`src/rtl/assert_macros.svh`:
```
// Assertion macros used by the RTL of the deque core.
`ifndef ASSERT_MACROS_SVH
`define ASSERT_MACROS_SVH

`ifndef NO_ASSERTIONS

// Property checked every clock edge outside reset.
`define RBD_ASSERT(label, clk, rst_n, prop) \
  label: assert property (@(posedge clk) disable iff (!(rst_n)) (prop)) \
    else $error("assertion failed");

// Condition that must never be true outside reset.
`define RBD_ASSERT_NEVER(label, clk, rst_n, cond) \
  label: assert property (@(posedge clk) disable iff (!(rst_n)) !(cond)) \
    else $error("forbidden condition seen");

`else

`define RBD_ASSERT(label, clk, rst_n, prop)
`define RBD_ASSERT_NEVER(label, clk, rst_n, cond)

`endif

`endif

```
`src/rtl/rbd_pkg.sv`:
```
// Package: types and constants of the ring buffer deque.
`default_nettype none

package rbd_pkg;

  localparam int unsigned DefaultDepth = 16;
  localparam int unsigned DataW        = 32;
  localparam int unsigned OccW         = 5;

  localparam logic [DataW-1:0] EmptyWord = '1;

  typedef enum logic [1:0] {
    KIND_PUSH_FRONT = 2'd0,
    KIND_PUSH_REAR  = 2'd1,
    KIND_POP_FRONT  = 2'd2,
    KIND_POP_REAR   = 2'd3
  } kind_e;

  typedef enum logic [1:0] {
    ST_DONE  = 2'd0,
    ST_FULL  = 2'd1,
    ST_EMPTY = 2'd2
  } status_e;

  // Broadcast to every cell of the row.
  typedef struct packed {
    logic  en;
    kind_e kind;
  } cell_ctrl_t;

endpackage

`default_nettype wire

```
`src/rtl/rbd_in_if.sv`:
```
// Request channel: operation kind and push word.
`default_nettype none

interface rbd_in_if;
  logic        valid;
  logic        ready;
  logic [1:0]  kind;
  logic signed [31:0] push_value;

  modport source (output valid, output kind, output push_value, input ready);
  modport sink   (input valid, input kind, input push_value, output ready);
endinterface

`default_nettype wire

```
`src/rtl/rbd_out_if.sv`:
```
// Result channel: status, end words, occupancy and flags.
`default_nettype none

interface rbd_out_if;
  logic        valid;
  logic        ready;
  logic [1:0]  status;
  logic signed [31:0] front_value;
  logic signed [31:0] rear_value;
  logic [4:0]  occupancy;
  logic        is_empty;
  logic        is_full;

  modport source (output valid, output status, output front_value, output rear_value,
                  output occupancy, output is_empty, output is_full, input ready);
  modport sink   (input valid, input status, input front_value, input rear_value,
                  input occupancy, input is_empty, input is_full, output ready);
endinterface

`default_nettype wire

```
`src/rtl/rbd_cell.sv`:
```
// One storage cell of the deque row: a word plus its occupied flag.
`default_nettype none

module rbd_cell (
  input  wire logic                       clk_i,
  input  wire logic                       rst_ni,
  input  wire rbd_pkg::cell_ctrl_t        ctrl_i,
  input  wire logic [rbd_pkg::DataW-1:0]  push_data_i,
  input  wire logic [rbd_pkg::DataW-1:0]  left_data_i,
  input  wire logic                       left_valid_i,
  input  wire logic [rbd_pkg::DataW-1:0]  right_data_i,
  input  wire logic                       right_valid_i,
  output logic [rbd_pkg::DataW-1:0]       data_o,
  output logic                            valid_o,
  output logic                            last_o
);

  logic [rbd_pkg::DataW-1:0] data_q, data_d;
  logic                      valid_q, valid_d;

  always_comb begin
    data_d  = data_q;
    valid_d = valid_q;
    if (ctrl_i.en) begin
      unique case (ctrl_i.kind)
        rbd_pkg::KIND_PUSH_FRONT: begin
          data_d  = left_data_i;
          valid_d = left_valid_i;
        end
        rbd_pkg::KIND_PUSH_REAR: begin
          // first free cell takes the word
          if (!valid_q && left_valid_i) begin
            data_d  = push_data_i;
            valid_d = 1'b1;
          end
        end
        rbd_pkg::KIND_POP_FRONT: begin
          data_d  = right_data_i;
          valid_d = right_valid_i;
        end
        rbd_pkg::KIND_POP_REAR: begin
          if (valid_q && !right_valid_i) begin
            valid_d = 1'b0;
          end
        end
        default: begin
          valid_d = valid_q;
        end
      endcase
    end
  end

  always_ff @(posedge clk_i or negedge rst_ni) begin
    if (!rst_ni) begin
      valid_q <= 1'b0;
    end else begin
      valid_q <= valid_d;
    end
  end

  always_ff @(posedge clk_i) begin
    data_q <= data_d;
  end

  assign data_o  = data_q;
  assign valid_o = valid_q;
  assign last_o  = valid_q & ~right_valid_i;

endmodule

`default_nettype wire

```
`src/rtl/ring_buffer_deque_core.sv`:
```
// Deque core: a row of DEPTH cells, front word always in cell 0.
// Result: a transaction's result is registered and shown in the cycle after it is accepted.
// Throughput: one transaction per cycle while results are taken; the whole cell row
// shifts or fills in the cycle the transaction is accepted, unless it is rejected.
// Reset: occupied flags, word count and result valid clear at once; stored words
// are not cleared and no clearing pass runs, so the block is ready right after reset.
`default_nettype none
`include "assert_macros.svh"

module ring_buffer_deque_core #(
  parameter int unsigned Depth = rbd_pkg::DefaultDepth
) (
  input  wire logic   clk_i,
  input  wire logic   rst_ni,
  rbd_in_if.sink      in_i,
  rbd_out_if.source   out_o
);

  localparam int unsigned CountW = $clog2(Depth + 1);
  localparam int unsigned DW     = rbd_pkg::DataW;

  logic [Depth-1:0]  cell_valid;
  logic [Depth-1:0]  cell_last;
  logic [DW-1:0]     cell_data [Depth];
  logic [DW-1:0]     penult_mask [Depth-1];
  logic [DW-1:0]     penult_data;

  logic [CountW-1:0] count_q, count_d;
  logic [DW-1:0]     rear_q, rear_d;

  logic              out_valid_q;
  rbd_pkg::status_e  status_q, status_d;
  logic [DW-1:0]     front_q, front_d;
  logic [DW-1:0]     rear_out_q, rear_out_d;
  logic [rbd_pkg::OccW-1:0] occ_q;
  logic              empty_q, full_q;

  logic              accept;
  rbd_pkg::kind_e    kind;
  logic              is_empty, is_full, one_left, reject;
  logic [DW-1:0]     front_cur, rear_cur;
  rbd_pkg::cell_ctrl_t ctrl;

  assign in_i.ready = ~out_valid_q | out_o.ready;
  assign accept     = in_i.valid & in_i.ready;
  assign kind       = rbd_pkg::kind_e'(in_i.kind);

  assign is_empty  = (count_q == '0);
  assign is_full   = (count_q == CountW'(Depth));
  assign one_left  = (count_q == CountW'(1));
  assign front_cur = is_empty ? rbd_pkg::EmptyWord : cell_data[0];
  assign rear_cur  = is_empty ? rbd_pkg::EmptyWord : rear_q;

  assign reject = (kind == rbd_pkg::KIND_PUSH_FRONT || kind == rbd_pkg::KIND_PUSH_REAR)
                  ? is_full : is_empty;

  assign ctrl.en   = accept & ~reject;
  assign ctrl.kind = kind;

  // cell row
  for (genvar i = 0; i < Depth; i++) begin : g_cell
    logic [DW-1:0] left_data, right_data;
    logic          left_valid, right_valid;

    if (i == 0) begin : g_head
      assign left_data  = in_i.push_value;
      assign left_valid = 1'b1;
    end else begin : g_mid
      assign left_data  = cell_data[i-1];
      assign left_valid = cell_valid[i-1];
    end

    if (i == Depth - 1) begin : g_tail
      assign right_data  = '0;
      assign right_valid = 1'b0;
    end else begin : g_inner
      assign right_data  = cell_data[i+1];
      assign right_valid = cell_valid[i+1];
    end

    rbd_cell u_cell (
      .clk_i        (clk_i),
      .rst_ni       (rst_ni),
      .ctrl_i       (ctrl),
      .push_data_i  (in_i.push_value),
      .left_data_i  (left_data),
      .left_valid_i (left_valid),
      .right_data_i (right_data),
      .right_valid_i(right_valid),
      .data_o       (cell_data[i]),
      .valid_o      (cell_valid[i]),
      .last_o       (cell_last[i])
    );
  end

  // word next to the rear, becomes the rear on a pop at the rear
  for (genvar i = 0; i < Depth - 1; i++) begin : g_penult
    assign penult_mask[i] = cell_last[i+1] ? cell_data[i] : '0;
  end

  always_comb begin
    penult_data = '0;
    for (int i = 0; i < Depth - 1; i++) begin
      penult_data = penult_data | penult_mask[i];
    end
  end

  always_comb begin
    count_d    = count_q;
    rear_d     = rear_q;
    status_d   = rbd_pkg::ST_DONE;
    front_d    = front_cur;
    rear_out_d = rear_cur;
    if (reject) begin
      status_d = is_full ? rbd_pkg::ST_FULL : rbd_pkg::ST_EMPTY;
    end else begin
      unique case (kind)
        rbd_pkg::KIND_PUSH_FRONT: begin
          count_d    = CountW'(count_q + 1'b1);
          front_d    = in_i.push_value;
          rear_out_d = is_empty ? in_i.push_value : rear_q;
          rear_d     = rear_out_d;
        end
        rbd_pkg::KIND_PUSH_REAR: begin
          count_d    = CountW'(count_q + 1'b1);
          front_d    = is_empty ? in_i.push_value : cell_data[0];
          rear_out_d = in_i.push_value;
          rear_d     = in_i.push_value;
        end
        rbd_pkg::KIND_POP_FRONT: begin
          count_d    = CountW'(count_q - 1'b1);
          front_d    = one_left ? rbd_pkg::EmptyWord : cell_data[1];
          rear_out_d = one_left ? rbd_pkg::EmptyWord : rear_q;
        end
        rbd_pkg::KIND_POP_REAR: begin
          count_d    = CountW'(count_q - 1'b1);
          front_d    = one_left ? rbd_pkg::EmptyWord : cell_data[0];
          rear_out_d = one_left ? rbd_pkg::EmptyWord : penult_data;
          rear_d     = penult_data;
        end
        default: begin
          count_d = count_q;
        end
      endcase
    end
  end

  always_ff @(posedge clk_i or negedge rst_ni) begin
    if (!rst_ni) begin
      count_q     <= '0;
      out_valid_q <= 1'b0;
    end else begin
      if (accept) begin
        count_q <= count_d;
      end
      if (accept) begin
        out_valid_q <= 1'b1;
      end else if (out_o.ready) begin
        out_valid_q <= 1'b0;
      end
    end
  end

  always_ff @(posedge clk_i) begin
    if (accept) begin
      rear_q     <= rear_d;
      status_q   <= status_d;
      front_q    <= front_d;
      rear_out_q <= rear_out_d;
      occ_q      <= rbd_pkg::OccW'(count_d);
      empty_q    <= (count_d == '0);
      full_q     <= (count_d == CountW'(Depth));
    end
  end

  assign out_o.valid       = out_valid_q;
  assign out_o.status      = status_q;
  assign out_o.front_value = front_q;
  assign out_o.rear_value  = rear_out_q;
  assign out_o.occupancy   = occ_q;
  assign out_o.is_empty    = empty_q;
  assign out_o.is_full     = full_q;

  // occupied cells match the word count and sit packed from cell 0
  `RBD_ASSERT(a_count_matches_cells, clk_i, rst_ni, $countones(cell_valid) == int'(count_q))
  `RBD_ASSERT(a_cells_packed, clk_i, rst_ni, ((cell_valid + 1'b1) & cell_valid) == '0)
  // a rejected transaction leaves the row alone; when full it can only be a push
  `RBD_ASSERT(a_push_full, clk_i, rst_ni, accept && reject && is_full |=> status_q == rbd_pkg::ST_FULL)
  `RBD_ASSERT(a_reject_keeps_cells, clk_i, rst_ni, accept && reject |=> $stable(cell_valid))
  `RBD_ASSERT_NEVER(a_no_accept_on_stall, clk_i, rst_ni, accept && out_valid_q && !out_o.ready)

endmodule

`default_nettype wire

```
`src/flat_wrapper.sv`:
```
// flat-port wrapper written by rule: the top's interface ports become plain ports
module ring_buffer_deque_core_flat 
#(
  parameter int unsigned Depth = rbd_pkg::DefaultDepth
)
  (clk_i, rst_ni, in_i_valid, in_i_kind, in_i_push_value, in_i_ready, out_o_valid, out_o_status, out_o_front_value, out_o_rear_value, out_o_occupancy, out_o_is_empty, out_o_is_full, out_o_ready);
  rbd_in_if in_i_i ();
  rbd_out_if out_o_i ();
  input  wire logic clk_i;
  input  wire logic rst_ni;
  input wire logic [$bits(in_i_i.valid)-1:0] in_i_valid;
  input wire logic [$bits(in_i_i.kind)-1:0] in_i_kind;
  input wire logic [$bits(in_i_i.push_value)-1:0] in_i_push_value;
  output wire logic [$bits(in_i_i.ready)-1:0] in_i_ready;
  output wire logic [$bits(out_o_i.valid)-1:0] out_o_valid;
  output wire logic [$bits(out_o_i.status)-1:0] out_o_status;
  output wire logic [$bits(out_o_i.front_value)-1:0] out_o_front_value;
  output wire logic [$bits(out_o_i.rear_value)-1:0] out_o_rear_value;
  output wire logic [$bits(out_o_i.occupancy)-1:0] out_o_occupancy;
  output wire logic [$bits(out_o_i.is_empty)-1:0] out_o_is_empty;
  output wire logic [$bits(out_o_i.is_full)-1:0] out_o_is_full;
  input wire logic [$bits(out_o_i.ready)-1:0] out_o_ready;
  assign in_i_i.valid = in_i_valid;
  assign in_i_i.kind = in_i_kind;
  assign in_i_i.push_value = in_i_push_value;
  assign in_i_ready = in_i_i.ready;
  assign out_o_valid = out_o_i.valid;
  assign out_o_status = out_o_i.status;
  assign out_o_front_value = out_o_i.front_value;
  assign out_o_rear_value = out_o_i.rear_value;
  assign out_o_occupancy = out_o_i.occupancy;
  assign out_o_is_empty = out_o_i.is_empty;
  assign out_o_is_full = out_o_i.is_full;
  assign out_o_i.ready = out_o_ready;
  ring_buffer_deque_core #(.Depth(Depth)) u_core (.clk_i(clk_i), .rst_ni(rst_ni), .in_i(in_i_i), .out_o(out_o_i));
endmodule
```
`config.mk`:
```
export PLATFORM = sky130hd
export DESIGN_NAME = ring_buffer_deque_core_flat
export DESIGN_NICKNAME = d
export VERILOG_FILES = /design/src/rtl/rbd_pkg.sv /design/src/rtl/rbd_in_if.sv /design/src/rtl/rbd_out_if.sv /design/src/rtl/rbd_cell.sv /design/src/rtl/ring_buffer_deque_core.sv /design/src/flat_wrapper.sv
export VERILOG_INCLUDE_DIRS = /design/src /design/src/rtl
export SDC_FILE = /design/constraint.sdc
export NUM_CORES = 1
export LEC_CHECK = 0
export ABC_AREA = 1
export BUFFER_PORTS_ARGS = -buffer_cell sky130_fd_sc_hd__buf_2
export CAP_MARGIN = 20
export CORE_UTILIZATION = 35
export CTS_BUF_LIST = sky130_fd_sc_hd__clkbuf_4
export DETAILED_ROUTE_END_ITERATION = 12
export PLACE_DENSITY_LB_ADDON = 0.08
export SKIP_LAST_GASP = 1
export SLEW_MARGIN = 5
export SYNTH_ARGS = -nofsm -noshare
export SYNTH_HDL_FRONTEND = slang
export SYNTH_HIERARCHICAL = 1
export SYNTH_SLANG_ARGS = --single-unit
```
`constraint.sdc`:
```
create_clock -name clk_i -period 5.49 [get_ports clk_i]
set_input_delay 0.8235 -clock clk_i [delete_from_list [all_inputs] [get_ports clk_i]]
set_output_delay 0.8235 -clock clk_i [all_outputs]
set_load 0.03 [all_outputs]
```
---- Word level (Yosys, flattened, before mapping) ----
Index checks and enable logic that the tools add are counted.
storage, ports and cells
  word-level logic and storage cells ...... 311
  flip-flop bits (word level) ............. 639
  output and inout port bits .............. 75
cells by class
  reduce and logical (&&, ||, !) cells .... 72
  equality and inequality tests ........... 37
  mux-type cells .......................... 112
  add/subtract/negate cells ............... 2
  bitwise logic cells ..................... 47
operators by type and width
  kind                                               number
  one-hot mux 32 bit (3 select lines)                17
  2-to-1 mux 32 bit                                  41
  OR 32 bit                                          14
  one-hot mux 32 bit (4 select lines)                2
  AND reduction 3 bit                                31
  inequality test 2 bit (second input constant)      31
  one-hot mux 1 bit (4 select lines)                 14
  2-to-1 mux 1 bit                                   33
  AND 1 bit                                          16
  inverter 1 bit                                     16
  logical AND 1 bit                                  15
  zero test 1 bit                                    15
  == test 5 bit (second input constant)              2
  zero test 5 bit                                    2
  one-hot mux 5 bit (2 select lines)                 1
  one-hot mux 1 bit (3 select lines)                 2
  nonzero test 3 bit                                 2
  adder 5 x 1 -> 5 bit (second input constant)       1
  == test 5 x 1 -> 1 bit (second input constant)     1
  2-to-1 mux 5 bit                                   1
  subtractor 5 x 1 -> 5 bit (second input constant)  1
  == test 2 bit (second input constant)              2
  AND reduction 2 bit                                2
  OR reduction 2 bit                                 2
  6 further kinds                                    6

---- Longest topological paths before layout ----
Gate-level depths: netlist (run 1).
  depth after elaboration ................. 20
  gate-level depth with buffers ........... 13
  mapped depth without buffers ............ 12

---- Hierarchy ----
The synthesis (run 1) kept the hierarchy.
by module, submodules not included
  module                                  cells an instance  instances  area each (um^2)
  rbd_cell (u_core.g_cell[1].u_cell ...)  202                9          2063.2
  rbd_cell (u_core.g_cell[0].u_cell ...)  202                7          1904.3
  ring_buffer_deque_core                  1940               1          11103.1

---- Least setup slack after synthesis (run 1) ----
No wires, ideal clock.
  kind .................................... input to register
  start point ............................. in out_o_ready
  end point ............................... reg u_core.g_cell[0].u_cell.data_q, in the netlist u_core/g_cell[0].u_cell/data_o[0], enable pin
  arrival time ............................ 3.959 ns
  path buffers ............................ 0
  cell stages on the path ................. 6
  path slack .............................. 1.110 ns
  path through ............................ inv_1 > nand2_1 > nand2_1 > nor2_1 > nand2_1 > nor2_1
RTL lines
  element                 RTL line            RTL
  start: declaration      flat_wrapper.sv:22  input wire logic [$bits(out_o_i.ready)-1:0] out_o_ready;
  end signal: assignment  rbd_cell.sv:62      data_q <= data_d;
  end: declaration        rbd_cell.sv:18      logic [rbd_pkg::DataW-1:0] data_q, data_d;

---- Worst setup path in the final report (run 1) ----
  start point ............................. reg u_core.g_cell[14].u_cell.valid_q
  end point ............................... reg u_core.rear_out_q[17] (netlist: u_core/out_o.rear_value[17]), data pin
between the ends
  word-level cells in the longest chain between the ends .. 9
ends and longest elaborated chain
  element                              RTL line                       RTL
  start: declaration                   rbd_cell.sv:19                 logic valid_q, valid_d;
  start signal: assignment             rbd_cell.sv:57                 valid_q <= valid_d;
  inverter 1 bit                       rbd_cell.sv:67                 assign last_o = valid_q & ~right_valid_i;
  AND 1 bit                            rbd_cell.sv:67
  named net u_core.cell_last[13]       ring_buffer_deque_core.sv:23   logic [Depth-1:0] cell_last;
  2-to-1 mux 32 bit                    ring_buffer_deque_core.sv:98   assign penult_mask[i] = cell_last[i+1] ? cell_data[i] : '0;
  OR 32 bit (3 in series)              ring_buffer_deque_core.sv:104  penult_data = penult_data | penult_mask[i];
  2-to-1 mux 32 bit                    ring_buffer_deque_core.sv:138  rear_out_d = one_left ? rbd_pkg::EmptyWord : penult_data;
  one-hot mux 32 bit (4 select lines)  ring_buffer_deque_core.sv:117  unique case (kind)
  2-to-1 mux 32 bit                    ring_buffer_deque_core.sv:114  if (reject) begin
  named net u_core.rear_out_d[17]      ring_buffer_deque_core.sv:34   logic [DW-1:0] rear_out_q, rear_out_d;
  end signal: assignment               ring_buffer_deque_core.sv:169  rear_out_q <= rear_out_d;
  end: declaration                     ring_buffer_deque_core.sv:34
The timed path passes the listed nets, and every way through them passes these cells.
A chain may end at the register's enable or synchronous reset.

==> flow_summary.ini, run 1 <==
[power]
power.density_nw_per_um2 = 423
vdd.ir_drop.worst_v = 0.000250
share_clk_of_total_power = 0.244
combPwrFrac = 0.382
switching_share = 0.433
leakage_nw = 17.9
netSwitchingPower_mw = 8.50
p_int_mw = 11.1
power_frac_seq = 0.374

[final_layout]
final-seq-area_um2 = 19100
multi_input_comb_area_um2 = 20400
drive_above_1_share = 0.231
final_cell_area_um2 = 46400
filler_cell_count = 12611
final_nets = 5399
final_cell_count_no_fill = 7038
syn2layout_area_growth_pct = 7.92

[timing]
timing_hold_violations_final = 0
fmaxAchievable_mhz = 305
report.final.setup_viol = 0
finalClockSkew_ns = 0.0512
relSlewSlack = 0.271
final.period_utilization = 0.597
grt_setup_unrepaired = no
post-route-min-period_ns = 3.28
fin_setup_tns_ns = 0
worstMarginPinSlew_ns = 1.09
max_transition_viols_final = 0
hold_ws_ns = 0.210

[routing]
wirelength_per_cell_um = 20.7
antenna_viol_nets_final = 0
totalWireLength_um = 146000
vias = 35940
drt_first_pass_iters = 5
drt-vias-per-instance = 5.11
drc = 0
detailedRoute.firstIterationViolations = 3341

[cts]
cts-hold-fix-buffers = 3
cts_max_path_buffers = 3
cts_tree = built
postCtsResizedCells = 0
worstSkewPairLatency_ns = 1.13
cts_max_level = 4
post-cts-setup-buffer-count = 0
clock_tree.root_cell = clkbuf_4
clk_pin_slew_worst_paths_ns = 0.06
clock_sinks = 639
numCtsBuffers = 196

[floorplan]
row_count = 128
initial_core_util = 0.353
placeableCoreArea_um2 = 122000
die_x_um = 353
fp.dieArea_um2 = 124000
floorplan.die.height_um = 353
top_level_ports = 113

[outcome]
run_status = finished, final reports clean

[critical_path]
critPathLaunchType = register
crit_top_cell = nand2_1
timing.critical_path.slowest_cell_delay_ns = 0.83
path_delay_family = simple AND/OR/NAND/NOR gates
setup.worst_path.class = reg2reg
end_kind = register
crit_path_max_fanout = 14
worst_endpoint_data_arrival_time_ns = 4.12
worst-path-buf-inv = 2
worstPathCellList = inv_1, nand2_1, clkinv_1, nand2_1, nand2_1, nor2_1, nand2_1, o21ai_0, nand3_1, nor2_1, nor2_1
crit_slowest_cell = o21ai_0
worst_ep_required_time_ns = 6.33
worst-r2r-cell-count = 11
crit_cells = 11

[hold_path]
worstHoldPathCells = 3
hold_class = in2reg

[global_routing]
global_route_wire_length_before_repair_um = 221000
antenna_found_initial = 4
gr-usage-all-layers = 0.232
grt_overflow = 0
first_global_vias = 34324
grt_start_max_net_pins = 80

[logic_synthesis]
syn-instance-count = 5171
synthesis.yosys.warnings = 6
synthesis.area_um2 = 43000
post_synth.cell_area_avg_um2 = 8.32

[placement]
gp_congestion = 0.856
sum_of_net_half_perimeters_after_detailed_placement_um = 112000
dpl-instance-area_um2 = 44000
post-place-cells = 6702
io_buffers = 112

[flow_run]
maxCapViolCount = 0
[placed cells by master, fill, tap and decap left out, drive strengths merged, types with 83 or more instances in the layout]
| cell type | count |
|---|---|
| a21oi | 1101 |
| buf | 210 |
| clkbuf | 286 |
| edfxtp | 617 |
| ha | 83 |
| inv | 272 |
| nand2 | 1644 |
| nand3 | 153 |
| nand4 | 86 |
| nor2 | 695 |
| o21ai | 90 |
[worst min-delay path: stages]
cell and delay [ns]:
buf_2 0.10, nand2_1 0.22, o22ai_1 0.13
[path summary, 6_finish.rpt]
path                                                           endpoint  slack (ns)                                    startpoint
max                               u_core/out_o.rear_value[17]$_DFFE_PP_        2.21  u_core/g_cell[14].u_cell/valid_o$_DFFE_PN0P_
min                                       u_core/count_q[1]$_DFFE_PN0P_        0.21                                    in_i_valid
max reg2reg                       u_core/out_o.rear_value[17]$_DFFE_PP_        2.21  u_core/g_cell[14].u_cell/valid_o$_DFFE_PN0P_
min reg2reg                 u_core/g_cell[0].u_cell/valid_o$_DFFE_PN0P_        0.56   u_core/g_cell[0].u_cell/valid_o$_DFFE_PN0P_
max in group asynchronous                u_core/out_o.valid$_DFFE_PN0P_        4.81                                        rst_ni
min in group asynchronous  u_core/g_cell[13].u_cell/valid_o$_DFFE_PN0P_        0.26                                        rst_ni
[final cells by class]
class                      count  area share
multi-input combinational   3956       0.440
tap                         1625      0.0438
sequential                   639       0.411
timing repair buffer         213      0.0295
clock buffer                 286      0.0463
inverter                     272      0.0233
clock inverter                39     0.00550
antenna                        8    0.000431
[through the flow]
step | utilization | power [mW] | setup WS (ns)
6_report | 0.381 | 19.6 | 2.21
3_5_place_dp | 0.361 | 14.8 | 1.85
2_1_floorplan | - | 12.2 | 1.11
3_3_place_gp | 0.361 | 14.8 | 1.92
5_1_grt | 0.381 | 20.9 | 1.91
4_1_cts | 0.381 | 19.7 | 2.13
[sequential cells by signal, indices dropped and copies added, names as in the netlist]
| register | count |
|---|---|
| u_core/rear_q | 32 |
| u_core/out_o.valid | 1 |
| u_core/out_o.status | 2 |
| u_core/out_o.occupancy | 5 |
| u_core/g_cell.u_cell/valid_o | 16 |
| u_core/g_cell.u_cell/data_o | 512 |
| u_core/out_o.rear_value | 32 |
| u_core/out_o.is_full | 1 |
| u_core/out_o.is_empty | 1 |
| u_core/count_q | 5 |
| u_core/out_o.front_value | 32 |
[power by group through the flow]
stage | Combinational (mW) | Clock, mW | Sequential, mW
floorplan | 4.74 | 0 | 7.46
global placement | 7.36 | 0 | 7.42
detailed placement | 7.40 | 0 | 7.43
CTS | 7.42 | 4.96 | 7.33
global route | 8.25 | 5.17 | 7.45
finish | 7.50 | 4.79 | 7.34
[metal layers]
metal / share of wire / up-vias / GRT usage
li1: - / 17614 / -
met1: 0.50 / 16912 / 0.356
met2: 0.41 / 1217 / 0.331
met3: 0.072 / 197 / 0.0401
met4: 0.017 / 0 / 0.0557
met5: 0 / - / 0
Note: power is estimated with default switching activity, not from simulation.
==> run 2: changes to the inputs <==
==> constraint.sdc (replaced) <==
create_clock -name clk_i -period 2.63 [get_ports clk_i]
set_input_delay 0.3945 -clock clk_i [delete_from_list [all_inputs] [get_ports clk_i]]
set_output_delay 0.3945 -clock clk_i [all_outputs]
set_load 0.03 [all_outputs]
==> run 2 against run 1 <==
Sequential share of layout area fell by 1.1 points; global-route usage rose by 0.20 points; via count rose by 2.1%; clock power rose by 110%; sequential power rose by 110%; sequential cell count did not move; combinational power rose by 120%; hold slack improved by 0.075 ns; maximum frequency rose by 34%; critical path depth did not move; first-iteration DRC count rose by 7.4%; worst setup slack got worse by 2.0 ns; critical path type unchanged; critical endpoint is now u_core/out_o.rear_value[8]$_DFFE_PP_; largest cell class unchanged.
==> flow_summary.ini, run 2 (synthesis results as in run 1) <==
[routing]
totalWireLength_um = 148000
drc = 0
drt_first_pass_iters = 6
antenna_viol_nets_final = 0
vias = 36707
detailedRoute.firstIterationViolations = 3588
wirelength_per_cell_um = 20.8
drt-vias-per-instance = 5.16

[global_routing]
grt_overflow = 0
antenna_found_initial = 1
gr-usage-all-layers = 0.234
first_global_vias = 34250
grt_start_max_net_pins = 68
global_route_wire_length_before_repair_um = 224000

[cts]
worstSkewPairLatency_ns = 1.18
numCtsBuffers = 194
cts_max_path_buffers = 3
clk_pin_slew_worst_paths_ns = 0.06
post-cts-setup-buffer-count = 0
cts_tree = built
clock_tree.root_cell = clkbuf_4
clock_sinks = 639
cts_max_level = 4

[power]
switching_share = 0.432
share_clk_of_total_power = 0.237
power.density_nw_per_um2 = 870
vdd.ir_drop.worst_v = 0.000511
fin_total_pwr_mw = 41.5
power_frac_seq = 0.368
netSwitchingPower_mw = 17.9
combPwrFrac = 0.395
p_int_mw = 23.6
leakage_nw = 18.5

[critical_path]
cp-endpoint = u_core/out_o.rear_value[8]$_DFFE_PP_
setup.worst_path.start = u_core/g_cell[3].u_cell/valid_o$_DFFE_PN0P_
worst_endpoint_data_arrival_time_ns = 3.32
critPathLaunchType = register
timing.critical_path.slowest_cell_delay_ns = 0.41
worst_ep_required_time_ns = 3.50
worst_r2r_endpoint = u_core/out_o.rear_value[8]$_DFFE_PP_
reg2reg_from = u_core/g_cell[3].u_cell/valid_o$_DFFE_PN0P_
worstPathCellList = nand2_1, inv_1, buf_4, nand2_1, nand2_1, nor2_1, nand4_1, nand2_1, nand2_1, nand3_1, nand2_1
crit_top_cell = nand2_1
end_kind = register
worst-r2r-cell-count = 11
setup.worst_path.class = reg2reg
crit_path_max_fanout = 9
r2r_setup_slack_ns = 0.18
crit_slowest_cell = dfrtp_1

[floorplan]
die_x_um = 353
placeableCoreArea_um2 = 122000
initial_core_util = 0.353
fp.dieArea_um2 = 124000
floorplan.die.height_um = 353
top_level_ports = 113
row_count = 128

[timing]
max_transition_viols_final = 0
final.period_utilization = 0.932
final.setup.worst_slack_ns = 0.178
relSlewSlack = 0.266
timing_hold_violations_final = 0
report.final.setup_viol = 0
fmaxAchievable_mhz = 408
grt_setup_unrepaired = yes
worstMarginPinSlew_ns = 1.10
finalClockSkew_ns = 0.0755
post-route-min-period_ns = 2.45

[final_layout]
flip_flop_count_of_the_largest_register_all_copies_and_words_added = 512
final_common_cell = nand2_1
drive_above_1_share = 0.240
layout.cells.most_common_list = 1621 x nand2_1, 673 x nor2_1, 666 x a21oi_2
syn2layout_area_growth_pct = 10.9
layout_utilization = 0.391
final_nets = 5483

[placement]
io_buffers = 112
gp_congestion = 0.866
sum_of_net_half_perimeters_after_detailed_placement_um = 111000
placement.setup.worst_slack_ns = 0.120

[hold_path]
hold_class = in2async

[outcome]
run_status = finished, final reports clean

[flow_run]
maxCapViolCount = 0
==> run 2: per-layer routing <==
metal	up-vias	part of all wire	wire length, um	global-route usage
met3	189	0.081	12000	0.0466
met5	-	0	0	0
met4	0	0.017	2450	0.0569
met1	17327	0.51	75100	0.368
met2	1415	0.39	58200	0.318
li1	17776	-	-	-
==> run 2: cell type report <==
cell class / instances / area, um2
Clock buffer: 279 / 2090
Inverter: 272 / 1080
Antenna cell: 2 / 5.00
Clock inverter: 43 / 267
Fill cell: 12535 / 74200
Sequential cell: 639 / 19100
Timing Repair Buffer: 299 / 2650
Tap cell: 1625 / 2030
Multi-Input combinational cell: 3956 / 20500
==> run 2: per-stage QoR <==
step	hold WS (ns)	area, um2	setup TNS [ns]	std cells
final	0.285	47700	0	7115
after detailed placement	0.468	44900	0	6748
after global routing	0.258	47700	-0.0772	7114
after CTS	0.157	47700	0	7112
after floorplan	0.0989	43300	-59.66	5205
after global placement	0.468	44900	0	6748
==> run 2: what timing repair did <==
action | 4_1_cts | 5_1_grt
gates resized for setup | 0 | 2
hold buffers | 42 | 0
endpoints found under the hold margin | 668 | 0
endpoints found under the setup margin | 0 | 3
==> run 2: worst min-delay path by stage <==
stage / start / end / slack [ns]
6_report: rst_ni / u_core/g_cell[9].u_cell/valid_o$_DFFE_PN0P_ / 0.29
5_1_grt: rst_ni / u_core/g_cell[9].u_cell/valid_o$_DFFE_PN0P_ / 0.26
4_1_cts: rst_ni / u_core/g_cell[9].u_cell/valid_o$_DFFE_PN0P_ / 0.16
3_5_place_dp: rst_ni / u_core/g_cell[15].u_cell/valid_o$_DFFE_PN0P_ / 0.47
3_3_place_gp: rst_ni / u_core/g_cell[15].u_cell/valid_o$_DFFE_PN0P_ / 0.47
2_1_floorplan: rst_ni / u_core/count_q[0]$_DFFE_PN0P_ / 0.1
==> run 2: critical path, delay by kind of cell (launching register included) <==
| family | cells | cell delay, ns |
|---|---|---|
| and+or+nand+nor | 9 | 1.30 |
| buffers and inverters | 2 | 0.47 |
| DFF | 1 | 0.41 |
==> run 2: power groups by stage <==
| stage | logic, mW | registers (mW) | clock network [mW] |
|---|---|---|---|
| 5_1_grt | 17.9 | 15.5 | 10.6 |
| 6_report | 16.4 | 15.3 | 9.83 |
| 3_5_place_dp | 16.1 | 15.4 | 0 |
| 2_1_floorplan | 10.0 | 15.5 | 0 |
| 3_3_place_gp | 16.0 | 15.4 | 0 |
| 4_1_cts | 16.2 | 15.2 | 10.2 |
